`config.mk`:
```
export PLATFORM = sky130hd
export DESIGN_NAME = base64_encoder_flat
export DESIGN_NICKNAME = d
export VERILOG_FILES = /design/src/sv/b64_pkg.sv /design/src/sv/b64_in_if.sv /design/src/sv/b64_out_if.sv /design/src/sv/b64_front.sv /design/src/sv/b64_queue.sv /design/src/sv/b64_back.sv /design/src/sv/base64_encoder.sv /design/src/flat_wrapper.sv
export VERILOG_INCLUDE_DIRS = /design/src /design/src/sv
export SDC_FILE = /design/constraint.sdc
export NUM_CORES = 1
export LEC_CHECK = 0
export ABC_CLOCK_PERIOD_IN_PS = 2500
export BUFFER_PORTS_ARGS = -buffer_cell sky130_fd_sc_hd__buf_2
export CAP_MARGIN = 20
export CORE_MARGIN = 1
export CORE_UTILIZATION = 50
export DETAILED_ROUTE_END_ITERATION = 6
export PLACE_DENSITY = 0.72
export SKIP_LAST_GASP = 1
export SLEW_MARGIN = 25
export SYNTH_ARGS = -nofsm -noshare
export SYNTH_HDL_FRONTEND = slang
export SYNTH_HIERARCHICAL = 1
export SYNTH_SLANG_ARGS = --single-unit
export TNS_END_PERCENT = 30
```
`constraint.sdc`:
```
create_clock -name clk -period 2.5 [get_ports clk]
set_input_delay 0.375 -clock clk [delete_from_list [all_inputs] [get_ports clk]]
set_output_delay 0.375 -clock clk [all_outputs]
set_load 0.01 [all_outputs]
```
`src/sv/base64_encoder_defines.svh`:
```
// Assertion macros shared by the base64 encoder top level.
`ifndef BASE64_ENCODER_DEFINES_SVH
`define BASE64_ENCODER_DEFINES_SVH

// Checks a property on every clock edge outside of reset.
`define B64_ASSERT(label, prop, msg) \
  label: assert property (@(posedge clk) disable iff (!rst_n) prop) else $error(msg);

// Checks a property on every clock edge, reset included.
`define B64_ASSERT_ALWAYS(label, prop, msg) \
  label: assert property (@(posedge clk) prop) else $error(msg);

`endif

```
`src/sv/b64_pkg.sv`:
```
// Types, constants and the alphabet lookup for the base64 encoder.
package b64_pkg;

  // Default depth of the queue between the front and back parts.
  localparam int unsigned QUEUE_DEPTH = 2;

  // Largest number of characters one input byte can produce.
  localparam int unsigned CHARS_MAX = 4;

  // Pad character '='.
  localparam logic [7:0] PAD_CHAR = 8'h3D;

  // Group phase codes: bytes taken so far in the current three-byte group.
  typedef enum logic [1:0] {
    PH_START = 2'd0,
    PH_ONE   = 2'd1,
    PH_TWO   = 2'd2,
    PH_STRAY = 2'd3
  } phase_t;

  // One request's worth of encoded characters, handed from front to back.
  typedef struct packed {
    logic [CHARS_MAX-1:0][7:0] chars;
    logic [1:0]                last_idx;
    logic                      final_flag;
  } b64_rec_t;

  // Maps a 6-bit group to its character of the standard alphabet.
  function automatic logic [7:0] b64_sym(input logic [5:0] six);
    logic [7:0] v;
    v = {2'b00, six};
    if (six < 6'd26) begin
      return 8'd65 + v;
    end else if (six < 6'd52) begin
      return 8'd71 + v;
    end else if (six < 6'd62) begin
      return v - 8'd4;
    end else if (six == 6'd62) begin
      return 8'h2B;
    end else begin
      return 8'h2F;
    end
  endfunction

endpackage

```
`src/sv/b64_in_if.sv`:
```
// Input channel: one raw message byte per request.
interface b64_in_if;
  logic       valid;
  logic       ready;
  logic [7:0] data_byte;
  logic       end_of_message;

  modport source (output valid, output data_byte, output end_of_message, input ready);
  modport sink (input valid, input data_byte, input end_of_message, output ready);
endinterface

```
`src/sv/b64_out_if.sv`:
```
// Output channel: one encoded character per request.
interface b64_out_if;
  logic       valid;
  logic       ready;
  logic [7:0] ascii_char;
  logic       final_char;

  modport source (output valid, output ascii_char, output final_char, input ready);
  modport sink (input valid, input ascii_char, input final_char, output ready);
endinterface

```
`src/sv/b64_front.sv`:
```
// Front part: takes input bytes, tracks the group phase and builds character records.
module b64_front
  import b64_pkg::*;
(
  input  logic     clk,
  input  logic     rst_n,
  b64_in_if.sink   in_ch,
  output logic     push_valid,
  input  logic     push_ready,
  output b64_rec_t push_rec
);

  phase_t     phase_r, phase_nxt;
  logic [3:0] left_r, left_nxt;
  phase_t     cur_phase;
  phase_t     post_phase;
  logic [3:0] post_left;
  logic       in_fire;
  logic [7:0] b;

  assign b          = in_ch.data_byte;
  assign in_ch.ready = push_ready;
  assign push_valid = in_ch.valid;
  assign in_fire    = in_ch.valid && push_ready;

  // A stray phase is treated as the start of a group.
  assign cur_phase = (phase_r == PH_STRAY) ? PH_START : phase_r;

  // Build the characters this byte completes, plus the tail on the last byte.
  always_comb begin
    push_rec = '0;
    post_phase = PH_START;
    post_left = '0;
    unique case (cur_phase)
      PH_ONE: begin
        push_rec.chars[0] = b64_sym({left_r[1:0], b[7:4]});
        push_rec.last_idx = 2'd0;
        post_phase = PH_TWO;
        post_left = b[3:0];
      end
      PH_TWO: begin
        push_rec.chars[0] = b64_sym({left_r[3:0], b[7:6]});
        push_rec.chars[1] = b64_sym(b[5:0]);
        push_rec.last_idx = 2'd1;
        post_phase = PH_START;
        post_left = '0;
      end
      default: begin
        push_rec.chars[0] = b64_sym(b[7:2]);
        push_rec.last_idx = 2'd0;
        post_phase = PH_ONE;
        post_left = {2'b00, b[1:0]};
      end
    endcase

    push_rec.final_flag = in_ch.end_of_message;
    if (in_ch.end_of_message) begin
      if (post_phase == PH_ONE) begin
        push_rec.chars[1] = b64_sym({b[1:0], 4'b0000});
        push_rec.chars[2] = PAD_CHAR;
        push_rec.chars[3] = PAD_CHAR;
        push_rec.last_idx = 2'd3;
      end else if (post_phase == PH_TWO) begin
        push_rec.chars[1] = b64_sym({b[3:0], 2'b00});
        push_rec.chars[2] = PAD_CHAR;
        push_rec.last_idx = 2'd2;
      end
    end
  end

  // Next state: advance on each accepted request, back to the start after the last byte.
  always_comb begin
    phase_nxt = phase_r;
    left_nxt = left_r;
    if (in_fire) begin
      if (in_ch.end_of_message) begin
        phase_nxt = PH_START;
        left_nxt = '0;
      end else begin
        phase_nxt = post_phase;
        left_nxt = post_left;
      end
    end
  end

  always_ff @(posedge clk) begin
    if (!rst_n) begin
      phase_r <= PH_START;
      left_r <= '0;
    end else begin
      phase_r <= phase_nxt;
      left_r <= left_nxt;
    end
  end

endmodule

```
`src/sv/b64_queue.sv`:
```
// Short register queue of character records between the front and back parts.
module b64_queue
  import b64_pkg::*;
#(
  parameter int unsigned DEPTH = QUEUE_DEPTH
) (
  input  logic     clk,
  input  logic     rst_n,
  input  logic     push_valid,
  output logic     push_ready,
  input  b64_rec_t push_rec,
  output logic     pop_valid,
  input  logic     pop_ready,
  output b64_rec_t pop_rec
);

  localparam int unsigned IDX_W = $clog2(DEPTH);
  localparam int unsigned CNT_W = $clog2(DEPTH + 1);

  b64_rec_t           slots [DEPTH];
  logic [IDX_W-1:0]   wr_ptr_r, wr_ptr_nxt;
  logic [IDX_W-1:0]   rd_ptr_r, rd_ptr_nxt;
  logic [CNT_W-1:0]   count_r, count_nxt;
  logic               push_fire;
  logic               pop_fire;

  assign push_ready = (count_r != CNT_W'(DEPTH));
  assign pop_valid  = (count_r != '0);
  assign pop_rec    = slots[rd_ptr_r];
  assign push_fire  = push_valid && push_ready;
  assign pop_fire   = pop_valid && pop_ready;

  // Pointer wrap and fill count.
  always_comb begin
    wr_ptr_nxt = wr_ptr_r;
    rd_ptr_nxt = rd_ptr_r;
    count_nxt = count_r;
    if (push_fire) begin
      wr_ptr_nxt = (wr_ptr_r == IDX_W'(DEPTH - 1)) ? '0 : wr_ptr_r + IDX_W'(1);
    end
    if (pop_fire) begin
      rd_ptr_nxt = (rd_ptr_r == IDX_W'(DEPTH - 1)) ? '0 : rd_ptr_r + IDX_W'(1);
    end
    if (push_fire && !pop_fire) begin
      count_nxt = count_r + CNT_W'(1);
    end else if (pop_fire && !push_fire) begin
      count_nxt = count_r - CNT_W'(1);
    end
  end

  always_ff @(posedge clk) begin
    if (!rst_n) begin
      wr_ptr_r <= '0;
      rd_ptr_r <= '0;
      count_r <= '0;
    end else begin
      wr_ptr_r <= wr_ptr_nxt;
      rd_ptr_r <= rd_ptr_nxt;
      count_r <= count_nxt;
    end
  end

  // Record storage needs no reset.
  always_ff @(posedge clk) begin
    if (push_fire) begin
      slots[wr_ptr_r] <= push_rec;
    end
  end

endmodule

```
`src/sv/b64_back.sv`:
```
// Back part: sends the characters of each record one per cycle through an output register, while the output is ready.
module b64_back
  import b64_pkg::*;
(
  input  logic     clk,
  input  logic     rst_n,
  input  logic     head_valid,
  output logic     head_pop,
  input  b64_rec_t head_rec,
  b64_out_if.source out_ch
);

  logic [1:0] idx_r, idx_nxt;
  logic       out_valid_r, out_valid_nxt;
  logic [7:0] char_r, char_nxt;
  logic       final_r, final_nxt;
  logic       load;

  assign out_ch.valid      = out_valid_r;
  assign out_ch.ascii_char = char_r;
  assign out_ch.final_char = final_r;

  // The output register takes a new character when empty or being drained.
  assign load = !out_valid_r || out_ch.ready;

  always_comb begin
    idx_nxt = idx_r;
    out_valid_nxt = out_valid_r;
    char_nxt = char_r;
    final_nxt = final_r;
    head_pop = 1'b0;
    if (load) begin
      out_valid_nxt = head_valid;
      if (head_valid) begin
        char_nxt = head_rec.chars[idx_r];
        final_nxt = head_rec.final_flag && (idx_r == head_rec.last_idx);
        if (idx_r == head_rec.last_idx) begin
          head_pop = 1'b1;
          idx_nxt = '0;
        end else begin
          idx_nxt = idx_r + 2'd1;
        end
      end
    end
  end

  always_ff @(posedge clk) begin
    if (!rst_n) begin
      idx_r <= '0;
      out_valid_r <= 1'b0;
    end else begin
      idx_r <= idx_nxt;
      out_valid_r <= out_valid_nxt;
    end
  end

  // Character payload needs no reset.
  always_ff @(posedge clk) begin
    char_r <= char_nxt;
    final_r <= final_nxt;
  end

endmodule

```
`src/sv/base64_encoder.sv`:
```
// Streaming base64 encoder (standard alphabet) with '=' padding at the end of a message.
// The first character of an accepted byte goes through a queue slot and then the output register.
// Throughput: one character per cycle while the output is ready; a byte yields one or two
// characters, the last byte up to four, and input is taken every cycle while the queue has room.
// Reset: synchronous active-low rst_n empties the queue and output register, phase to start.
`include "base64_encoder_defines.svh"
module base64_encoder
  import b64_pkg::*;
#(
  parameter int unsigned DEPTH = QUEUE_DEPTH
) (
  input  logic      clk,
  input  logic      rst_n,
  b64_in_if.sink    in_ch,
  b64_out_if.source out_ch
);

  logic     push_valid;
  logic     push_ready;
  b64_rec_t push_rec;
  logic     head_valid;
  logic     head_pop;
  b64_rec_t head_rec;

  // Byte intake and character building.
  b64_front u_front (
    .clk        (clk),
    .rst_n      (rst_n),
    .in_ch      (in_ch),
    .push_valid (push_valid),
    .push_ready (push_ready),
    .push_rec   (push_rec)
  );

  // Record queue decoupling intake from output.
  b64_queue #(
    .DEPTH (DEPTH)
  ) u_queue (
    .clk        (clk),
    .rst_n      (rst_n),
    .push_valid (push_valid),
    .push_ready (push_ready),
    .push_rec   (push_rec),
    .pop_valid  (head_valid),
    .pop_ready  (head_pop),
    .pop_rec    (head_rec)
  );

  // Character serializer.
  b64_back u_back (
    .clk        (clk),
    .rst_n      (rst_n),
    .head_valid (head_valid),
    .head_pop   (head_pop),
    .head_rec   (head_rec),
    .out_ch     (out_ch)
  );

  // Only a final record may carry more than two characters.
  `B64_ASSERT(a_short_midmsg,
    (head_valid && !head_rec.final_flag) |-> (head_rec.last_idx <= 2'd1),
    "mid-message record longer than two characters")

  // A non-final pad is followed at once by the final pad.
  `B64_ASSERT(a_pad_pair,
    (out_ch.valid && out_ch.ready && out_ch.ascii_char == PAD_CHAR && !out_ch.final_char)
      |=> (out_ch.valid && out_ch.ascii_char == PAD_CHAR && out_ch.final_char),
    "pad sequence broken")

  // An accepted byte leaves a record waiting in the queue.
  `B64_ASSERT(a_accept_queued, (in_ch.valid && in_ch.ready) |=> head_valid,
    "accepted byte produced no record")

endmodule

```
`src/flat_wrapper.sv`:
```
// flat-port wrapper written by rule: the top's interface ports become plain ports
module base64_encoder_flat import b64_pkg::*;
#(
  parameter int unsigned DEPTH = QUEUE_DEPTH
)
  (clk, rst_n, in_ch_valid, in_ch_data_byte, in_ch_end_of_message, in_ch_ready, out_ch_valid, out_ch_ascii_char, out_ch_final_char, out_ch_ready);
  b64_in_if in_ch_i ();
  b64_out_if out_ch_i ();
  input  logic clk;
  input  logic rst_n;
  input wire logic [$bits(in_ch_i.valid)-1:0] in_ch_valid;
  input wire logic [$bits(in_ch_i.data_byte)-1:0] in_ch_data_byte;
  input wire logic [$bits(in_ch_i.end_of_message)-1:0] in_ch_end_of_message;
  output wire logic [$bits(in_ch_i.ready)-1:0] in_ch_ready;
  output wire logic [$bits(out_ch_i.valid)-1:0] out_ch_valid;
  output wire logic [$bits(out_ch_i.ascii_char)-1:0] out_ch_ascii_char;
  output wire logic [$bits(out_ch_i.final_char)-1:0] out_ch_final_char;
  input wire logic [$bits(out_ch_i.ready)-1:0] out_ch_ready;
  assign in_ch_i.valid = in_ch_valid;
  assign in_ch_i.data_byte = in_ch_data_byte;
  assign in_ch_i.end_of_message = in_ch_end_of_message;
  assign in_ch_ready = in_ch_i.ready;
  assign out_ch_valid = out_ch_i.valid;
  assign out_ch_ascii_char = out_ch_i.ascii_char;
  assign out_ch_final_char = out_ch_i.final_char;
  assign out_ch_i.ready = out_ch_ready;
  base64_encoder #(.DEPTH(DEPTH)) u_core (.clk(clk), .rst_n(rst_n), .in_ch(in_ch_i), .out_ch(out_ch_i));
endmodule
```
# After elaboration in Yosys (flattened, before gate mapping)
# Memories as Yosys holds them, arrays and structs flattened. A register that Yosys moved wholly into a read port is not among the register bits.
# Cells that the tools add are included.
# word_totals
elab_cells,125
in_bits,13
n_memories,1
mem_bits_rw,66
ff_bits,22
out_inout_bits,11
# classes
muxes,50
order_cmp,19
add_sub_neg,23
n_reduce_logical,12
eq_ne,11
# memory_table
memory,depth,width,rd,rd_clocked_by_memory_dff,write_ports,line,rtl
u_core.u_queue.slots,2,33,1,1,1,b64_queue.sv:20,b64_rec_t slots [DEPTH];
# ops
cell,n
$mux W8,20
$add A7 B6 Y8 const A,12
$lt A6 B6 Y1 const B,12
$sub A6 B3 Y7 const B,6
$lt A6 B5 Y1 const B,6
$mux W14,2
$eq A6 B6 Y1 const B,4
$mux W22,1
$pmux W10 S2,1
$bmux W8 S2,1
$mux W2,8
$mux W3,4
$mux W1,9
$pmux W4 S2,1
$eq A2 B2 Y1 const B,3
$mux W6,1
$logic_and A1 B1 Y1,5
$add A2 B1 Y2 const B,2
$eq A2 B1 Y1 const B,2
$mux W4,1
$pmux W2 S2,1
$reduce_bool A2 Y1,2
$logic_not A1 Y1,3
$lt A2 B3 Y1 const B,1
other kinds (6),7

# Logic depth before layout (Yosys ltp)
# depth
word_depth,9
ltp_mapped,10
ltp_nobuf,8

# Cells and area by module
# The synthesis kept the hierarchy.
# modules_own_cells
module,area_each_um2,seq_area_each_um2,n_inst,cells_per_inst
b64_queue,2758.9,2202.1,1,133
b64_front,2580.0,120.1,1,366
b64_back,664.4,330.3,1,41

# Least setup slack after synthesis
# OpenSTA, ideal clock, no wires.
# synth_timing
path_kind,reg-to-reg
start,register (tool-made name)
end,register u_core.u_queue.count_r[1]
required_ns,2.430
setup_ns,0.070
arrival_ns,2.260
path_buffers,2
period_less_slack_ns,2.330
path_stages_with_launch,10
setup_slack_ns,0.170
path_cell_list,dfxtp_1 -> buf_2 -> buf_2 -> mux2_2 -> xor2_1 -> nor3b_1 -> o21ai_1 -> ha_1 -> or3_1 -> a21boi_1
# synth_lines
item,line,rtl
to (signal assigned),b64_queue.sv:59,count_r <= count_nxt;
to (decl),b64_queue.sv:23,"logic [CNT_W-1:0] count_r, count_nxt;"

==> out/qor.yml <==
ios: 24
die_area_mm2: 0.0124
yosysUniqueCellTypes: 77
synthFlopType: "edfxtp_1"
max_freq_mhz: 436
worstPathArrival_ns: 2.44
rsz0062_at_grt: "false"
min_path_type: "input port to register"
yosysSeqAreaShare: 0.442
status: "finished with violations"
setup_violations: 0
grt_use_total: 0.224
cts_root_buffer: "clkbuf_16"
slew_headroom: 0.518
path_max_fanout: 9
crit_type: "register to register"
nets: 599
wl_per_cell_um: 19.4
cts.sinks: 93
grt_max_degree: 36
diodes: 0
coreArea_mm2: 0.0116
endpoint_kind: "register"
ys_seq_elements: 93
drtIter0Drc: 407
r2r_end: "u_core/u_queue/slots[1][3]"
nFillCells: 985
die_width_um: 112
dpl.cell_count: 694
cts_tree: "done"
gr-total-overflow: 0
clk_latency_ns: 0.33
yosysWarnings: 6
hold_depth: 3
antenna_found_initial: 0
holdPathEnd: "u_core/u_front/left_r[2]"
hold_violations: 0
htreeDepth: 3
regToRegStartpoint: "u_core/u_front/left_r[1]"
grt_pass1_wl_mm: 22.0
cp.required_ns: 2.64
drc: 2
violations: "design-rule violations"
ys_top_cells_by_area: "edfxtp_1, mux2_2, ha_1"
cts_hold_buf: 0
total_power_mw: 4.99
tightest_slew_ns: 0.722
final.min_clock_period_ns: 2.30
layout-drive-gt1-share: 0.236
synthArstFlopShare: 0
cts_buffer_depth: 2
finalClockSkew_ns: 0.00743
fin_crit_sh: 0.918
rows: 39
worstSetupStartpointType: "register"
start_util: 0.519
cts.repair.resized: 0
vias: 4419
syn-cell-area_mm2: 0.00600
postCtsSetupRepairBufs: 0
max_stage_delay_ns: 0.47
reg2reg_depth: 6
rrSetupSlack_ns: 0.20
yosys.area.top_type: "edfxtp_1"
hpwl_mm: 9.87
synth_top_area_share: 0.395
viasPerCell: 6.22
ant_nets: 0
dr.pass1.iters: 7
syn_area_per_cell_um2: 11.1
fin_cells: 710
grt_pass1_vias: 4255
min_from: "in_ch_valid"
slowest_stage: "dfxtp_1"
io_buffer_count: 23
maxCapViolations: 0
synth_edf_count: 79
clk_pin_slew_worst_paths_ns: 0.06
area_growth_pct: 8.32
path_cells: "ha_1, nand2b_1, nor3_1, mux2i_1, a211oi_1, a21oi_1"
ir_drop_mv: 0.343
p_per_area_mw_per_mm2: 767
drv_slew: 0
cts_buffers: 9
die_h_um: 112
drt-total-wl_mm: 13.8
fin_setup_tns_ns: 0
leakagePower_nw: 2.37
place.gp.congestion: 0.949
synthCells: 540
## area by class of cell
cell class,count,area (µm²),area share
Clock buffer,12,256,0.0394
Clock inverter,4,47.5,0.00731
Multi-Input combinational cell,376,2900,0.446
Timing Repair Buffer,58,378,0.0581
Tap cell,143,179,0.0275
Inverter,24,90.1,0.0139
Sequential cell,93,2650,0.408
## cell usage after synthesis (3+ instances only)
master / n
a31oi_1: 12
a21oi_2: 3
o311ai_0: 3
buf_2: 13
nand3_1: 8
o31ai_1: 6
xnor2_1: 9
o22ai_1: 8
nand3b_1: 3
mux2i_1: 6
ha_1: 24
edfxtp_1: 79
nor2_1: 15
mux4_1: 3
nor3b_1: 4
or3_1: 3
and4_1: 3
nor4_1: 3
buf_6: 6
o2111ai_1: 5
a21boi_0: 6
dfxtp_1: 14
inv_1: 23
a21oi_1: 18
xor2_1: 4
nand2_1: 35
a211oi_1: 6
nor3_1: 13
a32oi_1: 3
and2_1: 12
nand2b_1: 10
mux2_2: 38
buf_4: 24
mux4_2: 5
o21ai_0: 15
nor2b_1: 9
nand4_1: 9
clkbuf_1: 5
a22oi_1: 7
and3_1: 5
o21ai_1: 4
o211ai_1: 12
clkbuf_8: 3
## state kept, by name, summed over array words and instances, names as in the netlist, named ones only
name,flops
u_core/u_queue/rd_ptr_r,1
u_core/u_back/out_ch.final_char,1
u_core/u_front/left_r,4
u_core/u_back/out_ch.valid,1
u_core/u_queue/slots,70
u_core/u_queue/wr_ptr_r,1
u_core/u_front/phase_r,2
u_core/u_queue/count_r,2
u_core/u_back/out_ch.ascii_char,8
u_core/u_back/idx_r,2
## cells by family after synthesis
kind of cell,share of synthesized area
simple gates,0.134
compound gates,0.161
flops,0.442
buf+inv,0.0784
mux,0.116
fa+ha+maj,0.0500
xor+xnor,0.0190
other cells,0.000625
## per-layer routing
metal / up-vias / GRT usage / routed length (µm) / share of wire
li1: 2087 / - / - / -
met4: 0 / 0.0955 / 367 / 0.027
met1: 2132 / 0.293 / 6010 / 0.44
met5: - / 0 / 0 / 0
met3: 29 / 0.0365 / 757 / 0.055
met2: 171 / 0.372 / 6620 / 0.48
## placed cells by master (no fill, tap or decap), types with 6 or more instances in the layout
cell       synthesis  layout
a21oi_1           18      18
a22oi_1            7       7
buf_2             13      23
buf_4             24      35
o211ai_1          12      12
a211oi_1           6       6
a21boi_0           6       6
o21ai_0           15      15
nor3_1            13      13
nand4_1            9       9
xnor2_1            9       9
edfxtp_1          79      79
nor2_1            15      15
nor2b_1            9       9
nand2_1           35      35
mux2_2            38      38
o31ai_1            6       6
a31oi_1           12      12
dfxtp_1           14      14
clkbuf_16          0       9
inv_1             23      23
conb_1             1       6
ha_1              24      24
mux2i_1            6       6
nand2b_1          10      10
nand3_1            8       8
o22ai_1            8       8
and2_1            12      12
## worst max-delay path by stage
stage | startpoint | end | slack, ns | cells after the start
floorplan | register | u_core/u_queue/count_r[1] | 0.17 | 9
global placement | in_ch_data_byte[3] | u_core/u_queue/slots[1][18] | 0.05 | 8
detailed placement | in_ch_data_byte[3] | u_core/u_queue/slots[0][18] | 0.05 | 8
CTS | u_core/u_front/left_r[1] | u_core/u_queue/slots[1][3] | 0.25 | 6
global route | u_core/u_front/left_r[1] | u_core/u_queue/slots[0][3] | 0.1 | 6
finish | u_core/u_front/left_r[1] | u_core/u_queue/slots[1][3] | 0.20 | 6
## per-stage QoR
step	hold WS, ns	setup slack (ns)	cell area (µm²)	util
2_1_floorplan	0.497	0.170	6020	-
3_3_place_gp	0.525	0.0452	6200	0.536
3_5_place_dp	0.558	0.0522	6200	0.536
4_1_cts	0.387	0.251	6500	0.562
5_1_grt	0.419	0.0995	6500	0.562
6_report	0.392	0.204	6500	0.562
## worst max-delay path, delay by kind of cell, from the launching register on
kind,cells,cell delay [ns]
adders and majority gates,1,0.46
muxes,1,0.29
DFF,1,0.47
AOI/OAI and AO/OA,2,0.37
and+or+nand+nor,2,0.50
## power by group
group	internal, mW	total [mW]	switching (mW)	leakage (nW)
Sequential	2.10	2.20	0.100	0.858
Clock	0.825	1.35	0.528	0.149
Combinational	0.629	1.44	0.813	1.36
Power figures use the tool's default switching activity.
